--- config.mk ---
export PLATFORM = sky130hd
export DESIGN_NAME = grlex_monomial_rank_unit
export DESIGN_NICKNAME = d
export VERILOG_FILES = /design/src/sv/gmr_pkg.sv /design/src/sv/gmr_ctrl.sv /design/src/sv/gmr_datapath.sv /design/src/sv/grlex_monomial_rank_unit.sv
export SDC_FILE = /design/constraint.sdc
export NUM_CORES = 2
export LEC_CHECK = 0
export BUFFER_PORTS_ARGS = -buffer_cell sky130_fd_sc_hd__buf_2
export CAP_MARGIN = 20
export CORE_ASPECT_RATIO = 2
export CORE_UTILIZATION = 59
export CTS_CLUSTER_SIZE = 14
export DETAILED_ROUTE_END_ITERATION = 7
export PLACE_DENSITY = 0.76
export SLEW_MARGIN = 20
export SYNTH_ARGS = -nofsm -noshare
export SYNTH_HDL_FRONTEND = slang
export SYNTH_SLANG_ARGS = --single-unit
--- constraint.sdc ---
create_clock -name i_clk -period 13.8 [get_ports i_clk]
set_input_delay 1.38 -clock i_clk [delete_from_list [all_inputs] [get_ports i_clk]]
set_output_delay 1.38 -clock i_clk [all_outputs]
set_load 0.03 [all_outputs]
--- src/sv/gmr_pkg.sv ---
// ============================================================================
// gmr_pkg: shared types and constants for the graded monomial rank unit
// Widths, datapath operation codes, controller states and the command
// bundle passed from the controller to the datapath.
// ============================================================================
package gmr_pkg;

    // monomial shape
    localparam int MAX_DEG    = 4;
    localparam int VAR_FIELDS = 4;
    localparam int DEG_LIMIT  = (MAX_DEG < VAR_FIELDS) ? MAX_DEG : VAR_FIELDS;

    // field widths
    localparam int DEG_W      = 3;
    localparam int VAR_W      = 17;
    localparam int K_W        = 12;
    localparam int RC_W       = 8;
    localparam int N_W        = 17;
    localparam int COL_W      = 64;
    localparam int CFG_IDX_W  = 2;
    localparam int CFG_DATA_W = 12;

    // datapath widths
    localparam int X_W        = VAR_W + 1;       // n + j - 1
    localparam int HALF_W     = COL_W / 2;       // multiplier operand slice
    localparam int MUL_W      = HALF_W + X_W;
    localparam int PROD_W     = COL_W + 2;       // partial binomial times factor
    localparam int ACC_W      = COL_W + 4;       // signed running sum
    localparam int SEL_W      = $clog2(VAR_FIELDS);
    localparam int FAC_W      = DEG_W;

    // divide by three, one chunk per cycle
    localparam int CHUNK_W    = 16;
    localparam int DV_W       = CHUNK_W + 2;
    localparam int DIV3_SHIFT = 19;
    localparam int DP_W       = DV_W + DIV3_SHIFT;
    localparam int DCNT_W     = $clog2(COL_W / CHUNK_W);
    localparam logic [DIV3_SHIFT-1:0] DIV3_RECIP = DIV3_SHIFT'(((1 << DIV3_SHIFT) + 1) / 3);
    localparam logic [DCNT_W-1:0]     DCNT_LAST  = DCNT_W'(COL_W / CHUNK_W - 1);

    localparam logic [DEG_W-1:0] DEG_LIMIT_C = DEG_W'(DEG_LIMIT);
    localparam logic [DEG_W-1:0] DEG_ZERO    = '0;
    localparam logic [FAC_W-1:0] POS_LAST    = FAC_W'(1);

    // divisor applied after each multiply step
    localparam logic [FAC_W-1:0] FAC_HALF    = FAC_W'(2);
    localparam logic [FAC_W-1:0] FAC_THIRD   = FAC_W'(3);
    localparam logic [FAC_W-1:0] FAC_QUARTER = FAC_W'(4);

    // configuration register indexes
    localparam logic [CFG_IDX_W-1:0] CFG_LIN_K  = CFG_IDX_W'(0);
    localparam logic [CFG_IDX_W-1:0] CFG_RANK   = CFG_IDX_W'(1);
    localparam logic [CFG_IDX_W-1:0] CFG_GROUPS = CFG_IDX_W'(2);

    typedef enum logic [3:0] {
        OP_NONE,
        OP_LOAD,
        OP_BAD,
        OP_INIT,
        OP_MUL_LO,
        OP_MUL_HI,
        OP_SHR1,
        OP_SHR2,
        OP_DIV3,
        OP_ADD,
        OP_SUB
    } t_dp_op;

    typedef enum logic [2:0] {
        ST_IDLE,
        ST_INIT,
        ST_MUL_LO,
        ST_MUL_HI,
        ST_DIV,
        ST_ACC,
        ST_DONE
    } t_state;

    typedef struct packed {
        t_dp_op           op;
        logic             side;     // 0: count for N, 1: count for the variable
        logic [SEL_W-1:0] var_sel;
        logic [SEL_W-1:0] fac_m1;   // j - 1 of the current multiply step
    } t_cmd;

endpackage

--- src/sv/gmr_ctrl.sv ---
// ============================================================================
// gmr_ctrl: sequencer for the graded monomial rank unit
// Walks positions from the degree down to one, builds two multiset counts
// per position and issues one datapath operation per cycle.
// ============================================================================
module gmr_ctrl import gmr_pkg::*; (
    input  logic             i_clk,
    input  logic             i_rst_n,
    input  logic             i_start,
    input  logic [DEG_W-1:0] i_degree,
    output logic             o_busy,
    output logic             o_done,
    output t_cmd             o_cmd
);

    t_state              r_state, n_state;
    logic [FAC_W-1:0]    r_pos, n_pos;
    logic [FAC_W-1:0]    r_fac, n_fac;
    logic                r_side, n_side;
    logic [DCNT_W-1:0]   r_dcnt, n_dcnt;
    logic                div_end;

    always_ff @(posedge i_clk) begin
        if (!i_rst_n) begin
            r_state <= ST_IDLE;
            r_pos   <= '0;
            r_fac   <= '0;
            r_side  <= 1'b0;
            r_dcnt  <= '0;
        end else begin
            r_state <= n_state;
            r_pos   <= n_pos;
            r_fac   <= n_fac;
            r_side  <= n_side;
            r_dcnt  <= n_dcnt;
        end
    end

    always_comb begin
        n_state       = r_state;
        n_pos         = r_pos;
        n_fac         = r_fac;
        n_side        = r_side;
        n_dcnt        = r_dcnt;
        div_end       = 1'b1;
        o_cmd.op      = OP_NONE;
        o_cmd.side    = r_side;
        o_cmd.var_sel = SEL_W'(r_pos - POS_LAST);
        o_cmd.fac_m1  = SEL_W'(r_fac - POS_LAST);

        case (r_state)
            ST_IDLE: begin
                if (i_start) begin
                    if (i_degree > DEG_LIMIT_C) begin
                        o_cmd.op = OP_BAD;
                        n_state  = ST_DONE;
                    end else begin
                        o_cmd.op = OP_LOAD;
                        n_pos    = i_degree;
                        n_side   = 1'b0;
                        n_state  = (i_degree == DEG_ZERO) ? ST_DONE : ST_INIT;
                    end
                end
            end
            ST_INIT: begin
                o_cmd.op = OP_INIT;
                n_fac    = FAC_HALF;
                n_state  = (r_pos == POS_LAST) ? ST_ACC : ST_MUL_LO;
            end
            ST_MUL_LO: begin
                o_cmd.op = OP_MUL_LO;
                n_state  = ST_MUL_HI;
            end
            ST_MUL_HI: begin
                o_cmd.op = OP_MUL_HI;
                n_dcnt   = '0;
                n_state  = ST_DIV;
            end
            ST_DIV: begin
                case (r_fac)
                    FAC_HALF:    o_cmd.op = OP_SHR1;
                    FAC_QUARTER: o_cmd.op = OP_SHR2;
                    FAC_THIRD: begin
                        o_cmd.op = OP_DIV3;
                        div_end  = (r_dcnt == DCNT_LAST);
                        n_dcnt   = r_dcnt + DCNT_W'(1);
                    end
                    default:     o_cmd.op = OP_NONE;
                endcase
                if (div_end) begin
                    if (r_fac == r_pos) begin
                        n_state = ST_ACC;
                    end else begin
                        n_fac   = r_fac + FAC_W'(1);
                        n_state = ST_MUL_LO;
                    end
                end
            end
            ST_ACC: begin
                o_cmd.op = r_side ? OP_SUB : OP_ADD;
                if (!r_side) begin
                    n_side  = 1'b1;
                    n_state = ST_INIT;
                end else begin
                    n_side = 1'b0;
                    if (r_pos == POS_LAST) begin
                        n_state = ST_DONE;
                    end else begin
                        n_pos   = r_pos - POS_LAST;
                        n_state = ST_INIT;
                    end
                end
            end
            ST_DONE: begin
                n_state = ST_IDLE;
            end
            default: begin
                n_state = ST_IDLE;
            end
        endcase
    end

    assign o_busy = (r_state != ST_IDLE);
    assign o_done = (r_state == ST_DONE);

endmodule

--- src/sv/gmr_datapath.sv ---
// ============================================================================
// gmr_datapath: arithmetic for the graded monomial rank unit
// Holds the configuration, the captured item, one shared 32x18 multiplier,
// a chunked exact divide by three and the signed running sum.
// ============================================================================
module gmr_datapath import gmr_pkg::*; (
    input  logic                  i_clk,
    input  logic                  i_rst_n,
    input  t_cmd                  i_cmd,
    input  logic [VAR_W-1:0]      i_var_0,
    input  logic [VAR_W-1:0]      i_var_1,
    input  logic [VAR_W-1:0]      i_var_2,
    input  logic [VAR_W-1:0]      i_var_3,
    input  logic                  i_cfg_we,
    input  logic [CFG_IDX_W-1:0]  i_cfg_index,
    input  logic [CFG_DATA_W-1:0] i_cfg_data,
    output logic [COL_W-1:0]      o_column_index,
    output logic                  o_overflow
);

    logic [K_W-1:0]     r_lin_k;
    logic [RC_W-1:0]    r_rank;
    logic [RC_W-1:0]    r_groups;
    logic [VAR_W-1:0]   r_var [VAR_FIELDS];
    logic [N_W-1:0]     r_n_total;
    logic [COL_W-1:0]   r_b;
    logic [PROD_W-1:0]  r_prod;
    logic [1:0]         r_rem;
    logic [ACC_W-1:0]   r_acc;

    logic [2*RC_W-1:0]  rc_prod;
    logic [N_W-1:0]     n_total;
    logic [VAR_W-1:0]   base;
    logic [X_W-1:0]     factor;
    logic [HALF_W-1:0]  mul_a;
    logic [MUL_W-1:0]   mul_p;
    logic [DV_W-1:0]    div_v;
    logic [DP_W-1:0]    div_p;
    logic [CHUNK_W-1:0] div_q;
    logic [DV_W-1:0]    div_r;

    always_ff @(posedge i_clk) begin
        if (!i_rst_n) begin
            r_lin_k  <= '0;
            r_rank   <= RC_W'(1);
            r_groups <= RC_W'(1);
        end else if (i_cfg_we) begin
            case (i_cfg_index)
                CFG_LIN_K:  r_lin_k  <= i_cfg_data[K_W-1:0];
                CFG_RANK:   r_rank   <= i_cfg_data[RC_W-1:0];
                CFG_GROUPS: r_groups <= i_cfg_data[RC_W-1:0];
                default:    ;
            endcase
        end
    end

    assign rc_prod = (2*RC_W)'(r_rank) * (2*RC_W)'(r_groups);
    assign n_total = N_W'(r_lin_k) + N_W'(rc_prod);

    assign base   = i_cmd.side ? r_var[i_cmd.var_sel] : VAR_W'(r_n_total);
    assign factor = X_W'(base) + X_W'(i_cmd.fac_m1);

    assign mul_a = (i_cmd.op == OP_MUL_HI) ? r_b[COL_W-1:HALF_W] : r_b[HALF_W-1:0];
    assign mul_p = MUL_W'(mul_a) * MUL_W'(factor);

    // top chunk with the running remainder; reciprocal is exact below 3 * 2^16
    assign div_v = {r_rem, r_prod[COL_W-1 -: CHUNK_W]};
    assign div_p = DP_W'(div_v) * DP_W'(DIV3_RECIP);
    assign div_q = div_p[DIV3_SHIFT +: CHUNK_W];
    assign div_r = div_v - (DV_W'(div_q) + DV_W'({div_q, 1'b0}));

    always_ff @(posedge i_clk) begin
        case (i_cmd.op)
            OP_LOAD: begin
                r_var[0]  <= i_var_0;
                r_var[1]  <= i_var_1;
                r_var[2]  <= i_var_2;
                r_var[3]  <= i_var_3;
                r_n_total <= n_total;
                r_acc     <= '0;
            end
            OP_BAD: begin
                // zero index with a nonzero top part flags overflow
                r_acc <= {{(ACC_W-COL_W-1){1'b0}}, 1'b1, {COL_W{1'b0}}};
            end
            OP_INIT: begin
                r_b <= COL_W'(base);
            end
            OP_MUL_LO: begin
                r_prod <= PROD_W'(mul_p);
            end
            OP_MUL_HI: begin
                r_prod <= r_prod + {mul_p[PROD_W-HALF_W-1:0], {HALF_W{1'b0}}};
                r_rem  <= '0;
            end
            OP_SHR1: begin
                r_b <= r_prod[COL_W:1];
            end
            OP_SHR2: begin
                r_b <= r_prod[COL_W+1:2];
            end
            OP_DIV3: begin
                r_rem               <= div_r[1:0];
                r_prod[COL_W-1:0]   <= {r_prod[COL_W-CHUNK_W-1:0], {CHUNK_W{1'b0}}};
                r_b                 <= {r_b[COL_W-CHUNK_W-1:0], div_q};
            end
            OP_ADD: begin
                r_acc <= r_acc + ACC_W'(r_b);
            end
            OP_SUB: begin
                r_acc <= r_acc - ACC_W'(r_b);
            end
            default: ;
        endcase
    end

    assign o_column_index = r_acc[COL_W-1:0];
    assign o_overflow     = |r_acc[ACC_W-1:COL_W];

endmodule

--- src/sv/grlex_monomial_rank_unit.sv ---
// ============================================================================
// grlex_monomial_rank_unit: graded monomial column index
// Ranks a monomial of degree 0..4 in graded order over N = k + r*c variables.
// ============================================================================
// Result: the strobe comes in the cycle after accept for degree 0 or a degree
//   above 4; for degree 1 to 4 it follows the multiply, divide and accumulate steps.
// Throughput: one item at a time; the unit stays busy through the strobe, its
//   pace set by the shared 32x18 multiplier (two passes per factor) and
//   the divide by three, which retires one 16-bit chunk per cycle.
// Reset: synchronous, active low; idles the sequencer, sets k = 0, r = 1, c = 1.
module grlex_monomial_rank_unit import gmr_pkg::*; (
    input  logic                  i_clk,
    input  logic                  i_rst_n,
    // item channel
    input  logic                  start,
    output logic                  busy,
    input  logic [DEG_W-1:0]      i_degree,
    input  logic [VAR_W-1:0]      i_var_0,
    input  logic [VAR_W-1:0]      i_var_1,
    input  logic [VAR_W-1:0]      i_var_2,
    input  logic [VAR_W-1:0]      i_var_3,
    // configuration write channel
    input  logic                  i_cfg_valid,
    output logic                  o_cfg_ready,
    input  logic [CFG_IDX_W-1:0]  i_cfg_index,
    input  logic [CFG_DATA_W-1:0] i_cfg_data,
    // result
    output logic                  o_result_valid,
    output logic [COL_W-1:0]      o_column_index,
    output logic                  o_overflow
);

    t_cmd cmd;
    logic cfg_we;

    // Take register writes only while no item is in flight.
    assign o_cfg_ready = ~busy;
    assign cfg_we      = i_cfg_valid & o_cfg_ready;

    // Sequencer: per position, build C(N+i-1,i) then C(v+i-1,i) by repeated
    // multiply and exact divide, and add or subtract each into the sum.
    gmr_ctrl u_ctrl (
        .i_clk    (i_clk),
        .i_rst_n  (i_rst_n),
        .i_start  (start),
        .i_degree (i_degree),
        .o_busy   (busy),
        .o_done   (o_result_valid),
        .o_cmd    (cmd)
    );

    // Datapath captures the variables on the accept cycle and holds the
    // result steady from the strobe until the next item is accepted.
    gmr_datapath u_datapath (
        .i_clk          (i_clk),
        .i_rst_n        (i_rst_n),
        .i_cmd          (cmd),
        .i_var_0        (i_var_0),
        .i_var_1        (i_var_1),
        .i_var_2        (i_var_2),
        .i_var_3        (i_var_3),
        .i_cfg_we       (cfg_we),
        .i_cfg_index    (i_cfg_index),
        .i_cfg_data     (i_cfg_data),
        .o_column_index (o_column_index),
        .o_overflow     (o_overflow)
    );

    // An accepted item keeps the unit busy on the next cycle.
    a_accept_busy: assert property (@(posedge i_clk) disable iff (!i_rst_n)
        (start && !busy) |=> busy)
        else $error("unit not busy after accepting an item");

    // The result strobe lasts a single cycle.
    a_strobe_single: assert property (@(posedge i_clk) disable iff (!i_rst_n)
        o_result_valid |=> !o_result_valid)
        else $error("result strobe held for more than one cycle");

    // An oversized degree returns at once with a zero index and overflow.
    a_bad_degree: assert property (@(posedge i_clk) disable iff (!i_rst_n)
        (start && !busy && (i_degree > DEG_LIMIT_C))
            |=> (o_result_valid && o_overflow && (o_column_index == '0)))
        else $error("oversized degree not flagged");

    // Degree zero returns at once with index zero and no overflow.
    a_zero_degree: assert property (@(posedge i_clk) disable iff (!i_rst_n)
        (start && !busy && (i_degree == DEG_ZERO))
            |=> (o_result_valid && !o_overflow && (o_column_index == '0)))
        else $error("degree zero result wrong");

endmodule
==> metrics.md <==
| Metric | Value |
|---|---|
| CP startpoint | u_ctrl.r_pos[0] |
| Via count | 38,639 |
| Tcrit/Tclk final | 85.3% |
| Clock Sinks | 325 |
| Syn Nets | 6,366 |
| Drt total wl | 160,000 um |
| Post-synth EDFFs | 285 |
| Clock Path Buffers | 3 |
| CP Max Fanout | 21 |
| Antenna Nets Post-Route | 0 |
| Critical hold path startpoint | u_ctrl.r_dcnt[1] |
| Placer's final routability congestion estimate | 1.05 |
| Row cnt | 147 |
| Clock transition at the registers of the reported paths | 80 ps |
| DRC Markers | 0 |
| Compound-Gate Fraction of Synth Area | 10.4% |
| Proportion of netlist area held by the largest area contributor | 26.9% |
| XOR/XNOR Fraction of Synth Area | 4.52% |
| Final Critical Period | 11,770 ps |
| Worst setup path category | flip-flop to flip-flop |
| Pin count of the biggest net entering global routing | 89 |
| Largest family of logic cells by synthesized area | adder cells |
| Core area | 0.0800 mm2 |
| Area Growth Syn to Fin | 5.71% |
| Top cells by area, synth | fa_1 27%, edfxtp_1 18%, ha_1 11% |
| Most numerous cell on the critical path | fa_1 |
| FF-to-FF Start | u_ctrl.r_pos[0] |
| Gr usage total | 40.1% |
| Adder-cell share of the synthesized area | 38.3% |
| Hold buffers post-CTS | 0 |
| Grt peak-use layer | met2 |
| GR Util met3 | 7.60% |
| Crit-path slowest cell | nor4_2 |
| CP arrival | 12,070 ps |
| Fmax | 84.9 MHz |
| Die Width | 203 um |
| Run status | finished clean |
| TritonRoute pass-1 iters | 7 |
| Setup Buffers After CTS | 0 |
| Fin nets | 6,371 |
| Synth Warn # | 0 |
| Dominant cell type by area after synthesis | fa_1 |
| Final setup violation count | 0 |
| DR iter-0 viols | 2,684 |
| Predominant post-synthesis flop cell | edfxtp_1 |
| Ant diodes | 0 |
| Max-slew headroom | 20.4% |
| Root buffer cell | clkbuf_16 |
| Initial antenna violation count | 4 |
| Critical path required time | 14,100 ps |
| Register area share after synthesis | 19.7% |
| GR Util met2 | 70.2% |
| CP max stage delay | 770 ps |
| Wire per inst | 25.5 um |
| Chip height | 404 um |
| Share of layout cells above drive strength 1 | 7.12% |
| Avg Cell Area, Syn | 9.15 um2 |
| Post-CTS resize count | 0 |
| I/O pin count | 157 |
| First-pass GRT wire length | 241,000 um |
| Critical Path End Type | flip-flop |
| Mapped Area | 0.0476 mm2 |
| Via density | 6.15 |
| Detail Placement HPWL | 129,000 um |
| Num CTS Buffers | 34 |
| Vias in the first global route | 41,119 |
| RSZ-0062 raised after global routing | false |
| Initial Utilization | 59.5% |
| Buf+Inv Stages, Crit Path | 7 |
| Cell count after synthesis | 5,205 |
| Pins over their slew limit | 0 |
| Simple-gate share of the synthesized area | 14.2% |
| Fin Clk Skew | 45.4 ps |
| GR Util met1 | 38.5% |
| Max cap viols | 0 |
| CTS tree | yes |
| Clock latency on the worst-skew pair | 610 ps |
| Gr ovfl total | 0 |
| Netlist cell types | 87 |
| Top delay family on crit path | adder cells |
| Die area | 0.0819 mm2 |
| Worst Setup Start Kind | flip-flop |
| Fraction of registers with async set/reset | 0% |
| Worst hold-check path type | flip-flop to flip-flop |
| Worst-Margin Slew | 1160 ps |
| Setup_tns | 0 ps |
| Final Hold Fails | 0 |
| Htree depth | 2 |
| Multiplexer share of the synthesized area | 3.52% |
| IO buf count | 156 |
| Seq cells post-synth | 325 |
-- metal layers --
layer	share of wire (%)	wire (um)
met1	30	48400
met2	51	80800
met3	7.1	11400
met4	12	19300
met5	0	0
-- final timing paths --
check,endpoint,slack (ps),cells after the start
worst min-delay path,u_ctrl.r_dcnt[1],470,2
worst min register to register,u_ctrl.r_dcnt[1],470,2
worst max register to register,u_datapath.r_prod[63],2030,38
worst max-delay path,u_datapath.r_prod[63],2030,38
-- synth_stat cells (all sizes together), types with 8 or more instances --
| cell | instances |
|---|---|
| o21bai | 26 |
| a21oi | 212 |
| and3 | 35 |
| or2 | 14 |
| o21a | 32 |
| o211ai | 14 |
| mux4 | 17 |
| o22ai | 8 |
| o31ai | 23 |
| dfxtp | 40 |
| nor2b | 22 |
| ha | 431 |
| or3 | 21 |
| a2111oi | 9 |
| clkbuf | 175 |
| a221oi | 11 |
| edfxtp | 285 |
| xor2 | 115 |
| inv | 841 |
| o21ai | 194 |
| o41ai | 9 |
| nor4 | 13 |
| nand2b | 55 |
| fa | 641 |
| a22oi | 12 |
| nand3 | 46 |
| and2 | 74 |
| a31oi | 24 |
| a22o | 17 |
| buf | 94 |
| o221ai | 22 |
| a211oi | 16 |
| nand2 | 714 |
| nor3 | 54 |
| a21o | 102 |
| nor2 | 406 |
| xnor2 | 129 |
| or4 | 13 |
| nor3b | 8 |
| mux2i | 126 |
| nand4 | 34 |
-- worst reg2reg max path: cells and delay by family (launching register included) --
family | cells | cell delay (ps)
compound gates | 9 | 1680
xor+xnor | 3 | 1360
fa+ha+maj | 10 | 4640
buf+inv | 7 | 1020
flops | 1 | 340
mux | 2 | 480
simple gates | 7 | 1960
-- sequential cells by signal (all words and copies together), names as in the netlist, 8 cells and up --
signal / cells
u_datapath.r_b: 64
u_datapath.r_lin_k: 12
u_datapath.r_groups: 8
u_datapath.r_acc: 68
u_datapath.r_rank: 8
u_datapath.r_n_total: 17
u_datapath.r_prod: 66
u_datapath.r_var: 68
-- cells by family (layout without fill, tap and decap cells) --
kind of cell	after synthesis	in the layout
multiplexers	146	146
flip-flops	325	325
AO/OA/AOI/OAI	778	778
AND/OR/NAND/NOR	1528	1528
buffers and inverters	1112	1143
adder cells (fa/ha/maj)	1072	1072
XOR/XNOR	244	244
-- metrics by stage --
step           hold slack [ps]  utilization [%]  std cells  worst slack [ps]  area [um2]
3_3_place_gp               459             61.4       6215              2240       49100
5_1_grt                    504             62.9       6279              1580       50300
4_1_cts                    473             62.8       6277              2200       50300
6_report                   472             62.9       6279              2030       50300
2_1_floorplan              452                -       5205              3410       47600
3_5_place_dp               466             61.4       6215              2260       49100
-- cells in the final DEF (no fill, tap or decap), types with 125 or more instances in the layout --
master	instances
a21oi_1	212
buf_2	156
edfxtp_1	285
fa_1	641
ha_1	431
inv_1	841
mux2i_1	125
nand2_1	708
nor2_1	401
o21ai_0	187
-- cell type report --
class	count	area, um2
inverters	843	3160
well taps	1043	1310
fillers	6924	29700
clock inverters	19	198
clock buffers	43	926
repair buffers	238	1430
flip-flops and latches	325	9360
multi-input cells	3768	34000
Power is not shown: default switching activity piles up to over one toggle a cycle in this logic, so the estimate is an artifact.
